===== src/hw/rtl/dsmt_pkg.sv =====
// Types and constants of the delayed spike message table
`default_nettype none

package dsmt_pkg;

  localparam int unsigned ProjW   = 4;
  localparam int unsigned UnitW   = 16;
  localparam int unsigned KindW   = 8;
  localparam int unsigned DelayW  = 4;
  localparam int unsigned DelayAll = (1 << DelayW) - 1;

  typedef enum logic [1:0] {
    STAT_DELIVERED = 2'd0,
    STAT_EMPTY     = 2'd1,
    STAT_DROPPED   = 2'd2
  } status_e;

  typedef enum logic {
    MODE_SEND = 1'b0,
    MODE_TICK = 1'b1
  } mode_e;

  typedef enum logic [1:0] {
    S_IDLE,
    S_SCAN,
    S_FINISH
  } state_e;

  // one table slot
  typedef struct packed {
    logic [ProjW-1:0]  proj;
    logic [UnitW-1:0]  src;
    logic [UnitW-1:0]  dest;
    logic [KindW-1:0]  kind;
    logic [DelayW-1:0] dly;
    logic [DelayW-1:0] cnt;
  } slot_t;

  // one result item
  typedef struct packed {
    status_e           status;
    logic [ProjW-1:0]  proj;
    logic [UnitW-1:0]  src;
    logic [UnitW-1:0]  dest;
    logic [KindW-1:0]  kind;
    logic [DelayW-1:0] dly;
    logic              last;
  } res_t;

  typedef struct packed {
    logic shift;
    logic write;
  } cell_ctrl_t;

  typedef struct packed {
    logic push;
    logic pop;
  } stk_ctrl_t;

endpackage

`default_nettype wire


===== src/hw/rtl/delayed_spike_message_table.sv =====
// Delayed spike message table: top level with slot ring, free stack and control
//
// Input channel (in_valid_i / in_stall_o) carries one item: mode_i selects a
// send (store a message) or a tick (age every stored message by one).
// Output channel (out_valid_o / out_stall_i) carries result items; last_o
// marks the final result of the item that caused it.
// A send gives no result, unless the table is full: then the finishing state
// puts one dropped-status result into the output register. A tick rotates
// the ring of SLOTS cells one slot per cycle past the head cell while no due
// message waits for room, then passes through the finishing state. Every
// message of nonzero type that comes due is sent in slot order; a tick with
// nothing due gives one empty result.
// Only one item is worked on at a time: in_stall_o is high until the item's
// last result sits in the output register.
// When the receiver stalls, the output register holds its item and the ring
// pauses on the next due message until room is free.
// Reset empties the table and the free stack and sets the delay to 1.
// cfg_we_i / cfg_wdata_i write the delay register; write only while idle.
`default_nettype none

module delayed_spike_message_table #(
  parameter int unsigned SLOTS       = 32,
  parameter int unsigned PROJECTIONS = 16,
  parameter int unsigned MAX_DELAY   = 15
) (
  input  logic        clk_i,
  input  logic        rst_ni,
  input  logic        cfg_we_i,
  input  logic [3:0]  cfg_wdata_i,
  input  logic        in_valid_i,
  output logic        in_stall_o,
  input  logic        mode_i,
  input  logic [3:0]  proj_i,
  input  logic [15:0] src_mcu_i,
  input  logic [15:0] dst_unit_i,
  input  logic [7:0]  msg_type_i,
  output logic        out_valid_o,
  input  logic        out_stall_i,
  output logic [1:0]  status_o,
  output logic [3:0]  proj_res_o,
  output logic [15:0] src_mcu_res_o,
  output logic [15:0] dst_unit_res_o,
  output logic [7:0]  msg_type_res_o,
  output logic [3:0]  delay_o,
  output logic        last_o
);

  localparam int unsigned SlotW     = $clog2(SLOTS);
  localparam int unsigned CntW      = $clog2(SLOTS + 1);
  localparam int unsigned DlyCapInt =
    (MAX_DELAY > dsmt_pkg::DelayAll) ? dsmt_pkg::DelayAll : MAX_DELAY;
  localparam int unsigned ProjN     = 1 << dsmt_pkg::ProjW;

  typedef logic [SlotW-1:0]            idx_t;
  typedef logic [CntW-1:0]             cnt_t;
  typedef logic [dsmt_pkg::DelayW-1:0] dly_t;
  typedef logic [dsmt_pkg::ProjW-1:0]  proj_t;

  localparam dly_t DlyCap = dly_t'(DlyCapInt);

  // projection folding table
  proj_t proj_tbl [ProjN];
  for (genvar g = 0; g < ProjN; g++) begin : g_proj
    localparam proj_t ProjMod = proj_t'(g % PROJECTIONS);
    assign proj_tbl[g] = ProjMod;
  end

  dsmt_pkg::state_e  state_q, state_d;
  cnt_t              fill_cnt_q, fill_cnt_d;
  cnt_t              free_cnt_q, free_cnt_d;
  idx_t              scan_idx_q, scan_idx_d;
  logic              hold_vld_q, hold_vld_d;
  dsmt_pkg::status_e fin_stat_q, fin_stat_d;
  logic              out_vld_q, out_vld_d;
  dly_t              dly_q, dly_d;
  dsmt_pkg::res_t    hold_q, hold_d;
  dsmt_pkg::res_t    out_q, out_d;

  dsmt_pkg::slot_t      ent [SLOTS];
  dsmt_pkg::slot_t      head_next;
  dsmt_pkg::slot_t      wr_data;
  dsmt_pkg::cell_ctrl_t cell_ctrl [SLOTS];
  dsmt_pkg::stk_ctrl_t  stk_ctrl;
  idx_t                 stk_top;
  idx_t                 wr_slot;

  logic accept, table_full, send_ok, out_free, step_ok, shift_en, scan_last;
  logic in_range, hit, fire, hold_load, out_load;
  dly_t dly_sat, cnt_dec;
  dsmt_pkg::res_t head_res;

  // ---------------------------------------------------------------- datapath
  assign out_free   = !out_vld_q || !out_stall_i;
  assign table_full = (free_cnt_q == '0) && (fill_cnt_q == cnt_t'(SLOTS));
  assign dly_sat    = (dly_q > DlyCap) ? DlyCap : dly_q;
  assign wr_slot    = (free_cnt_q != '0) ? stk_top : fill_cnt_q[SlotW-1:0];

  assign in_range  = cnt_t'(scan_idx_q) < fill_cnt_q;
  assign hit       = in_range && (ent[0].cnt != '0);
  assign cnt_dec   = ent[0].cnt - dly_t'(1);
  assign fire      = hit && (cnt_dec == '0) && (ent[0].kind != '0);
  assign scan_last = scan_idx_q == idx_t'(SLOTS - 1);
  // a due message needs room only when an earlier one is still held back
  assign step_ok   = !(fire && hold_vld_q) || out_free;

  always_comb begin
    head_next = ent[0];
    if (hit) begin
      head_next.cnt = cnt_dec;
    end
    if (fire) begin
      head_next.kind = '0;
    end
  end

  always_comb begin
    head_res.status = dsmt_pkg::STAT_DELIVERED;
    head_res.proj   = ent[0].proj;
    head_res.src    = ent[0].src;
    head_res.dest   = ent[0].dest;
    head_res.kind   = ent[0].kind;
    head_res.dly    = ent[0].dly;
    head_res.last   = 1'b0;
  end

  always_comb begin
    wr_data.proj = proj_tbl[proj_i];
    wr_data.src  = src_mcu_i;
    wr_data.dest = dst_unit_i;
    wr_data.kind = msg_type_i;
    wr_data.dly  = dly_sat;
    wr_data.cnt  = dly_sat;
  end

  for (genvar k = 0; k < SLOTS; k++) begin : g_cell
    dsmt_pkg::slot_t nb;

    if (k == SLOTS - 1) begin : g_wrap
      assign nb = head_next;
    end else begin : g_link
      assign nb = ent[k+1];
    end

    assign cell_ctrl[k].shift = shift_en;
    assign cell_ctrl[k].write = send_ok && (wr_slot == idx_t'(k));

    dsmt_cell u_cell (
      .clk_i     (clk_i),
      .ctrl_i    (cell_ctrl[k]),
      .wr_data_i (wr_data),
      .nb_i      (nb),
      .ent_o     (ent[k])
    );
  end

  dsmt_stack #(
    .DEPTH (SLOTS)
  ) u_stack (
    .clk_i       (clk_i),
    .ctrl_i      (stk_ctrl),
    .push_data_i (scan_idx_q),
    .top_o       (stk_top)
  );

  // ------------------------------------------------------------ next state
  always_comb begin
    state_d = state_q;
    case (state_q)
      dsmt_pkg::S_IDLE: begin
        if (in_valid_i) begin
          if (mode_i == dsmt_pkg::MODE_TICK) begin
            state_d = dsmt_pkg::S_SCAN;
          end else if (table_full) begin
            state_d = dsmt_pkg::S_FINISH;
          end
        end
      end
      dsmt_pkg::S_SCAN: begin
        if (step_ok && scan_last) begin
          state_d = dsmt_pkg::S_FINISH;
        end
      end
      dsmt_pkg::S_FINISH: begin
        if (out_free) begin
          state_d = dsmt_pkg::S_IDLE;
        end
      end
      default: begin
        state_d = dsmt_pkg::S_IDLE;
      end
    endcase
  end

  // --------------------------------------------------------------- outputs
  always_comb begin
    accept        = 1'b0;
    send_ok       = 1'b0;
    shift_en      = 1'b0;
    hold_load     = 1'b0;
    out_load      = 1'b0;
    out_d         = hold_q;
    stk_ctrl.push = 1'b0;
    stk_ctrl.pop  = 1'b0;
    fill_cnt_d    = fill_cnt_q;
    free_cnt_d    = free_cnt_q;
    scan_idx_d    = scan_idx_q;
    hold_vld_d    = hold_vld_q;
    fin_stat_d    = fin_stat_q;
    hold_d        = hold_q;

    case (state_q)
      dsmt_pkg::S_IDLE: begin
        accept = in_valid_i;
        if (accept) begin
          scan_idx_d = '0;
          if (mode_i == dsmt_pkg::MODE_TICK) begin
            fin_stat_d = dsmt_pkg::STAT_EMPTY;
          end else if (table_full) begin
            fin_stat_d = dsmt_pkg::STAT_DROPPED;
          end else begin
            send_ok = 1'b1;
            if (free_cnt_q != '0) begin
              stk_ctrl.pop = 1'b1;
              free_cnt_d   = free_cnt_q - cnt_t'(1);
            end else begin
              fill_cnt_d = fill_cnt_q + cnt_t'(1);
            end
          end
        end
      end
      dsmt_pkg::S_SCAN: begin
        shift_en = step_ok;
        if (step_ok) begin
          scan_idx_d = scan_idx_q + idx_t'(1);
          if (fire) begin
            hold_load  = 1'b1;
            hold_d     = head_res;
            hold_vld_d = 1'b1;
            // the held message was not the last one after all
            out_load   = hold_vld_q;
            out_d      = hold_q;
            if (free_cnt_q < cnt_t'(SLOTS)) begin
              stk_ctrl.push = 1'b1;
              free_cnt_d    = free_cnt_q + cnt_t'(1);
            end
          end
        end
      end
      dsmt_pkg::S_FINISH: begin
        if (out_free) begin
          out_load   = 1'b1;
          hold_vld_d = 1'b0;
          if (hold_vld_q) begin
            out_d      = hold_q;
            out_d.last = 1'b1;
          end else begin
            out_d.status = fin_stat_q;
            out_d.proj   = '0;
            out_d.src    = '0;
            out_d.dest   = '0;
            out_d.kind   = '0;
            out_d.dly    = '0;
            out_d.last   = 1'b1;
          end
        end
      end
      default: begin
        accept = 1'b0;
      end
    endcase

    if (out_load) begin
      out_vld_d = 1'b1;
    end else if (!out_stall_i) begin
      out_vld_d = 1'b0;
    end else begin
      out_vld_d = out_vld_q;
    end

    dly_d = cfg_we_i ? cfg_wdata_i : dly_q;
  end

  // ------------------------------------------------------------- registers
  always_ff @(posedge clk_i or negedge rst_ni) begin
    if (!rst_ni) begin
      state_q    <= dsmt_pkg::S_IDLE;
      fill_cnt_q <= '0;
      free_cnt_q <= '0;
      scan_idx_q <= '0;
      hold_vld_q <= 1'b0;
      fin_stat_q <= dsmt_pkg::STAT_EMPTY;
      out_vld_q  <= 1'b0;
      dly_q      <= dly_t'(1);
    end else begin
      state_q    <= state_d;
      fill_cnt_q <= fill_cnt_d;
      free_cnt_q <= free_cnt_d;
      scan_idx_q <= scan_idx_d;
      hold_vld_q <= hold_vld_d;
      fin_stat_q <= fin_stat_d;
      out_vld_q  <= out_vld_d;
      dly_q      <= dly_d;
    end
  end

  always_ff @(posedge clk_i) begin
    if (hold_load) begin
      hold_q <= hold_d;
    end
    if (out_load) begin
      out_q <= out_d;
    end
  end

  assign in_stall_o     = (state_q != dsmt_pkg::S_IDLE);
  assign out_valid_o    = out_vld_q;
  assign status_o       = out_q.status;
  assign proj_res_o     = out_q.proj;
  assign src_mcu_res_o  = out_q.src;
  assign dst_unit_res_o = out_q.dest;
  assign msg_type_res_o = out_q.kind;
  assign delay_o        = out_q.dly;
  assign last_o         = out_q.last;

endmodule

`default_nettype wire


===== src/hw/rtl/dsmt_cell.sv =====
// One slot cell of the rotating slot ring
`default_nettype none

module dsmt_cell (
  input  logic                 clk_i,
  input  dsmt_pkg::cell_ctrl_t ctrl_i,
  input  dsmt_pkg::slot_t      wr_data_i,
  input  dsmt_pkg::slot_t      nb_i,
  output dsmt_pkg::slot_t      ent_o
);

  dsmt_pkg::slot_t ent_q;

  always_ff @(posedge clk_i) begin
    if (ctrl_i.write) begin
      ent_q <= wr_data_i;
    end else if (ctrl_i.shift) begin
      ent_q <= nb_i;
    end
  end

  assign ent_o = ent_q;

endmodule

`default_nettype wire


===== src/hw/rtl/dsmt_stack.sv =====
// Free-slot LIFO built as a shifting chain, top at entry 0
`default_nettype none

module dsmt_stack #(
  parameter int unsigned DEPTH = 32
) (
  input  logic                       clk_i,
  input  dsmt_pkg::stk_ctrl_t        ctrl_i,
  input  logic [$clog2(DEPTH)-1:0]   push_data_i,
  output logic [$clog2(DEPTH)-1:0]   top_o
);

  typedef logic [$clog2(DEPTH)-1:0] idx_t;

  idx_t ent_q [DEPTH];
  idx_t ent_d [DEPTH];

  for (genvar k = 0; k < DEPTH; k++) begin : g_ent
    idx_t from_up;
    idx_t from_down;

    if (k == 0) begin : g_top
      assign from_up = push_data_i;
    end else begin : g_mid
      assign from_up = ent_q[k-1];
    end

    if (k == DEPTH - 1) begin : g_bot
      assign from_down = ent_q[k];
    end else begin : g_nbot
      assign from_down = ent_q[k+1];
    end

    always_comb begin
      if (ctrl_i.push) begin
        ent_d[k] = from_up;
      end else if (ctrl_i.pop) begin
        ent_d[k] = from_down;
      end else begin
        ent_d[k] = ent_q[k];
      end
    end

    always_ff @(posedge clk_i) begin
      ent_q[k] <= ent_d[k];
    end
  end

  assign top_o = ent_q[0];

endmodule

`default_nettype wire


===== config.mk =====
export PLATFORM = sky130hd
export DESIGN_NAME = delayed_spike_message_table
export DESIGN_NICKNAME = d
export VERILOG_FILES = /design/src/hw/rtl/dsmt_pkg.sv /design/src/hw/rtl/delayed_spike_message_table.sv /design/src/hw/rtl/dsmt_cell.sv /design/src/hw/rtl/dsmt_stack.sv
export SDC_FILE = /design/constraint.sdc
export NUM_CORES = 2
export LEC_CHECK = 0
export ABC_CLOCK_PERIOD_IN_PS = 16400
export BUFFER_PORTS_ARGS = -buffer_cell sky130_fd_sc_hd__buf_4
export CAP_MARGIN = 20
export CELL_PAD_IN_SITES_DETAIL_PLACEMENT = 0
export CELL_PAD_IN_SITES_GLOBAL_PLACEMENT = 1
export CORE_MARGIN = 4
export CORE_UTILIZATION = 61
export CTS_BUF_LIST = sky130_fd_sc_hd__clkbuf_8
export DETAILED_ROUTE_END_ITERATION = 6
export GPL_TIMING_DRIVEN = 0
export PLACE_DENSITY_LB_ADDON = 0.1
export SETUP_SLACK_MARGIN = 0.5
export SLEW_MARGIN = 20
export SYNTH_ARGS = -nofsm -noshare
export SYNTH_HDL_FRONTEND = slang
export SYNTH_HIERARCHICAL = 1
export SYNTH_SLANG_ARGS = --single-unit

===== constraint.sdc =====
create_clock -name clk_i -period 16.4 [get_ports clk_i]
set_clock_uncertainty 0.1 [all_clocks]
set_input_delay 3.28 -clock clk_i [delete_from_list [all_inputs] [get_ports clk_i]]
set_output_delay 3.28 -clock clk_i [all_outputs]
set_load 0.005 [all_outputs]

# [Yosys cells after proc, flatten, opt, wreduce, memory -nomap -nowiden]
# Memory sizes are Yosys's and may differ from the RTL's.
# Cells that the tools add are included.
[word_totals] register_bits=1790 ramBits=160 rom_bits=64 in_bits=54 out_inout_bits=53 n_memories=2
[mem_list] name="u_stack.ent_q" words=32 word_bits=5 rd=32 rd_ports_with_merged_regs=0 wr=32 line_no="dsmt_stack.sv:15" source="idx_t ent_q [DEPTH];"
[mem_list] name="(no name shown)" words=16 word_bits=4 rd=1 rd_ports_with_merged_regs=0 wr=0 line_no="delayed_spike_message_table.sv:127" source="wr_data.proj = proj_tbl[proj_i];"
[classes] addsub=5 magnitude_cmp=4 n_eq_ne=46 mux=180 bitwise=6 reduce_logical=95
[ops] cell="$mux 52" n=64
[ops] cell="$mux 5" n=66
[ops] cell="$mux 49" n=3
[ops] cell="$eq 5x5->1 const B" n=17
[ops] cell="$reduce_bool 2->1" n=36
[ops] cell="$mux 6" n=7
[ops] cell="$eq 5x4->1 const B" n=8
[ops] cell="$logic_and 1x1->1" n=38
[ops] cell="$mux 1" n=25
[ops] cell="$eq 5x3->1 const B" n=4
[ops] cell="$ne 2x2->1 const B" n=9
[ops] cell="$mux 4" n=4
[ops] cell="$add 6x1->6 const B" n=2
[ops] cell="$pmux 6 s2" n=1
[ops] cell="$reduce_and 4->1" n=3
[ops] cell="$eq 5x2->1 const B" n=2
[ops] cell="$mux 2" n=5
[ops] cell="$pmux 5 s2" n=1
[ops] cell="$mux 8" n=1
[ops] cell="$reduce_and 8->1" n=1
[ops] cell="$reduce_bool 8->1" n=1
[ops] cell="$eq 6x6->1 const B" n=1
[ops] cell="$logic_not 6->1" n=1
[ops] cell="$lt 5x6->1" n=1
[ops] cell="other kinds (26)" n=35

# [Longest topological paths before layout]
[depth] depth_word=10 mapped_depth=11 depth_no_buf=10

# [Hierarchy]
# Netlist, hierarchy kept.
[by_module_without_submodules] mod="dsmt_cell" n_inst=32 cells_each=111 area_per_inst_um2=2448.6 seq_area_each_um2=1561.5
[by_module_without_submodules] mod="dsmt_stack" n_inst=1 cells_each=338 area_per_inst_um2=6779.0 seq_area_each_um2=4804.6
[by_module_without_submodules] mod="delayed_spike_message_table" n_inst=1 cells_each=428 area_per_inst_um2=5531.6 seq_area_each_um2=3651.0

# [Worst setup path before layout]
# Ideal clock, no wire load.
[synth_timing] path_type="input-to-reg" start="input out_stall_i" end="memory u_stack/ent_q[0][0] (netlist bit), enable pin" setup_ns=0.449 t_arrival_ns=6.515 path_slack_ns=9.336 cell_stages=6 cell_sequence="and3_1 buf_2 nor3_1 buf_6 buf_6 or2_2"
[synth_lines] item="from (decl)" line_no="delayed_spike_message_table.sv:38" source="input logic out_stall_i,"
[synth_lines] item="to (decl)" line_no="dsmt_stack.sv:15"

==> flow_summary.toml <==
[synth]
yosysTopAreaCellShare_pct = 63.7
synth.distinct_cells = 53
synth_enable_flop_cells = 1923
seq_area_frac_synth_pct = 64.4
netlist_area_um2 = 90700
yosys_warnings = 6
syn_area_per_cell_um2 = 21.0
ys_ff_latch = 1950
yosys-top-cells-count = "edfxtp_1, mux2_4, mux2_2"
synth.most_common_cell = "edfxtp_1"
syn_nets = 4390
ys.flop_type = "edfxtp_1"
synthArstFlopShare_pct = 1.38
postSynthCellCount = 4318
ys_top_cells_by_area = "edfxtp_1, mux2_4, buf_12"
synth_top_area_cell = "edfxtp_1"

[floorplan]
ios = 107
coreArea_um2 = 148000
die_x_um = 394
dieArea_um2 = 155000
num_rows = 141
die_y_um = 394
start_util_pct = 61.4

[routing]
ant_nets = 0
wl_per_cell_um = 27.0
drt_iter0_drc = 3413
drc = 0
postRouteWirelength_um = 188000
vias = 41205
drtPass1Iterations = 6
vias_per_cell = 5.92

[sta]
rsz0062_at_grt = "no"
fin_crit_ps = 5510
maxSlewViolCount = 0
clock.fmax_mhz = 181
min_period_over_period_pct = 33.6
slew_headroom_pct = 28.9
setup-tns-final_ps = 0
tightest_slew_ps = 1060
setup_violations = 0
hold_viol = 0

[worst_setup_path]
timing.rr.start = "fill_cnt_q[3]"
r2r_cells = 12
r2r_setup_slack_ps = 11620
criticalPathCategory = "input port to flip-flop"
cp.required_ps = 16920
timing.rr.end = "u_stack/ent_q[0][4]"
startpoint_type = "input port"
worstSetupEndpointType = "flip-flop"
worstPathArrival_ps = 6030
critPathMaxFanout = 30

[clocking]
htree_levels = 5
clock-sinks = 1950
clkLatencyLatePin_ps = 970
cts_hold_buf = 0
post_cts_resized = 0
cts_tree = "yes"
cts_made_buffers = 334
clkSlewWorstSetupHoldPaths_ps = 60
cts_buffer_depth = 4
cts_setup_buffers = 0
ctsRootBufferMaster = "clkbuf_8"

[global_routing]
grt_overflow_total = 0
antenna_found_initial = 3
grt_max_degree = 66
grt_usage_pct = 23.9
grt_pass1_vias = 42687
grt_pass1_wl_um = 278000

[power_and_ir_drop]
seqPwrFrac_pct = 52.4
p_per_area_nw_per_um2 = 147
finalPower_mw = 14.8
clock_power_share_pct = 26.3
ir_drop_mv = 0.0923
p_sw_mw = 3.89
p_comb_share_pct = 21.4
p_int_mw = 10.9
p_leak_nw = 35.6
p_sw_share_pct = 26.3

[placement]
hpwl_um = 114000
numPortBuffers = 106
place.gp.congestion = 0.782

[layout]
layout.nets = 4876
area_growth_pct = 11.0
drive_above_1_share_pct = 52.1

[worst_hold_path]
hold_depth = 0
hp-start = "u_stack/ent_q[1][73]"
min_to = "u_stack/ent_q[1][78]"
hp-class = "flip-flop to flip-flop"

[outcome]
status = "complete, no violations"

[run]
drv_cap = 0
## through the flow
step                worst slack (ps)  utilization, %  instances  hold WS [ps]  area (µm²)
CTS                            10910            68.2       6965           336      101000
floorplan                       9340               -       4318           322       90700
finish                         10890            68.2       6966           340      101000
global placement                7380            63.6       6354           332       93900
detailed placement             10060            64.3       6398           335       94900
global route                   10850            68.2       6966           343      101000
## logic make-up (layout without fill, tap and decap cells)
| family | count (synthesis) | after routing | share of synthesized area (%) |
|---|---|---|---|
| AO/OA/AOI/OAI | 52 | 52 | 0.393 |
| XOR/XNOR | 14 | 14 | 0.135 |
| adder cells (fa/ha/maj) | 18 | 18 | 0.257 |
| buffers and inverters | 240 | 957 | 4.29 |
| flip-flops | 1950 | 1950 | 64.4 |
| multiplexers | 1831 | 1831 | 29.2 |
| other | 0 | 1 | 0 |
| AND/OR/NAND/NOR | 213 | 213 | 1.26 |
## sequential cells by signal, summed over array words and instances, names as in the netlist
register and flops:
delay_o 4, g_cell.u_cell/ent_o 1664, hold_q 48, dly_q 4, proj_res_o 4, scan_idx_q 5
fin_stat_q 2, src_mcu_res_o 16, fill_cnt_q 6, free_cnt_q 6, dst_unit_res_o 16, last_o 1
hold_vld_q 1, status_o 2, state_q 2, msg_type_res_o 8, u_stack/ent_q 160, out_valid_o 1
## worst max-delay path by stage
stage                 from                         end  slack, ps  cells past startpoint
6_report            mode_i  g_cell[7].u_cell/ent_o[24]      10890                     10
5_1_grt         state_q[0]                  in_stall_o      10850                      5
4_1_cts         state_q[0]                  in_stall_o      10910                      5
3_5_place_dp        mode_i  g_cell[7].u_cell/ent_o[24]      10060                     10
3_3_place_gp   out_stall_i        u_stack/ent_q[1][72]       7380                      7
2_1_floorplan  out_stall_i         u_stack/ent_q[0][0]       9340                      6
## final cells by class
| cell class | instances | area [µm²] |
|---|---|---|
| flip-flops and latches | 1950 | 58400 |
| fillers | 9454 | 47000 |
| multi-input cells | 2128 | 28500 |
| clock buffers | 340 | 4680 |
| plain buffers | 225 | 3830 |
| well taps | 1930 | 2410 |
| repair buffers | 150 | 1720 |
| clock inverters | 227 | 1030 |
| inverters | 15 | 56.3 |
| diodes | 1 | 2.50 |
## placed cells by master (no fill, tap or decap), types with 5 or more instances in the layout
| cell | n |
|---|---|
| edfxtp_1 | 1923 |
| mux2_4 | 1568 |
| clkbuf_8 | 340 |
| mux2_2 | 259 |
| buf_12 | 196 |
| inv_1 | 123 |
| buf_4 | 112 |
| clkinv_1 | 83 |
| nor2b_1 | 60 |
| buf_6 | 48 |
| nor2_1 | 45 |
| or2_4 | 33 |
| nand2_1 | 31 |
| clkinv_2 | 26 |
| dfrtp_1 | 22 |
| ha_1 | 17 |
| o21ai_0 | 14 |
| xnor2_1 | 12 |
| a21oi_1 | 10 |
| nand3_1 | 9 |
| nor3_1 | 7 |
| buf_16 | 7 |
| clkbuf_1 | 6 |
| and3_1 | 5 |
| clkinvlp_4 | 5 |
| bufinv_16 | 5 |
## power by group through the flow
stage	clock [mW]	sequential (mW)	combinational, mW
2_1_floorplan	0	7.71	2.08
3_3_place_gp	0	7.99	2.83
3_5_place_dp	0	7.82	3.14
4_1_cts	4.01	7.75	3.17
5_1_grt	4.25	7.85	3.34
6_report	3.88	7.74	3.16
## worst max-delay path: stages
cell and delay, ps:
buf_4 130, nor2b_1 140, nand2_1 220, a21oi_1 460, nand2_1 290, nor2_1 220
buf_6 320, buf_12 190, or2_4 430, buf_12 260
## metal layers
layer,track usage [%],wire length [µm],vias to the layer above
li1,-,-,17928
met3,4.95,12000,311
met2,35.2,82700,1239
met4,7.50,4990,0
met1,36.0,88400,21727
met5,0,0,-
No activity file was read; power rests on OpenSTA's default activity.
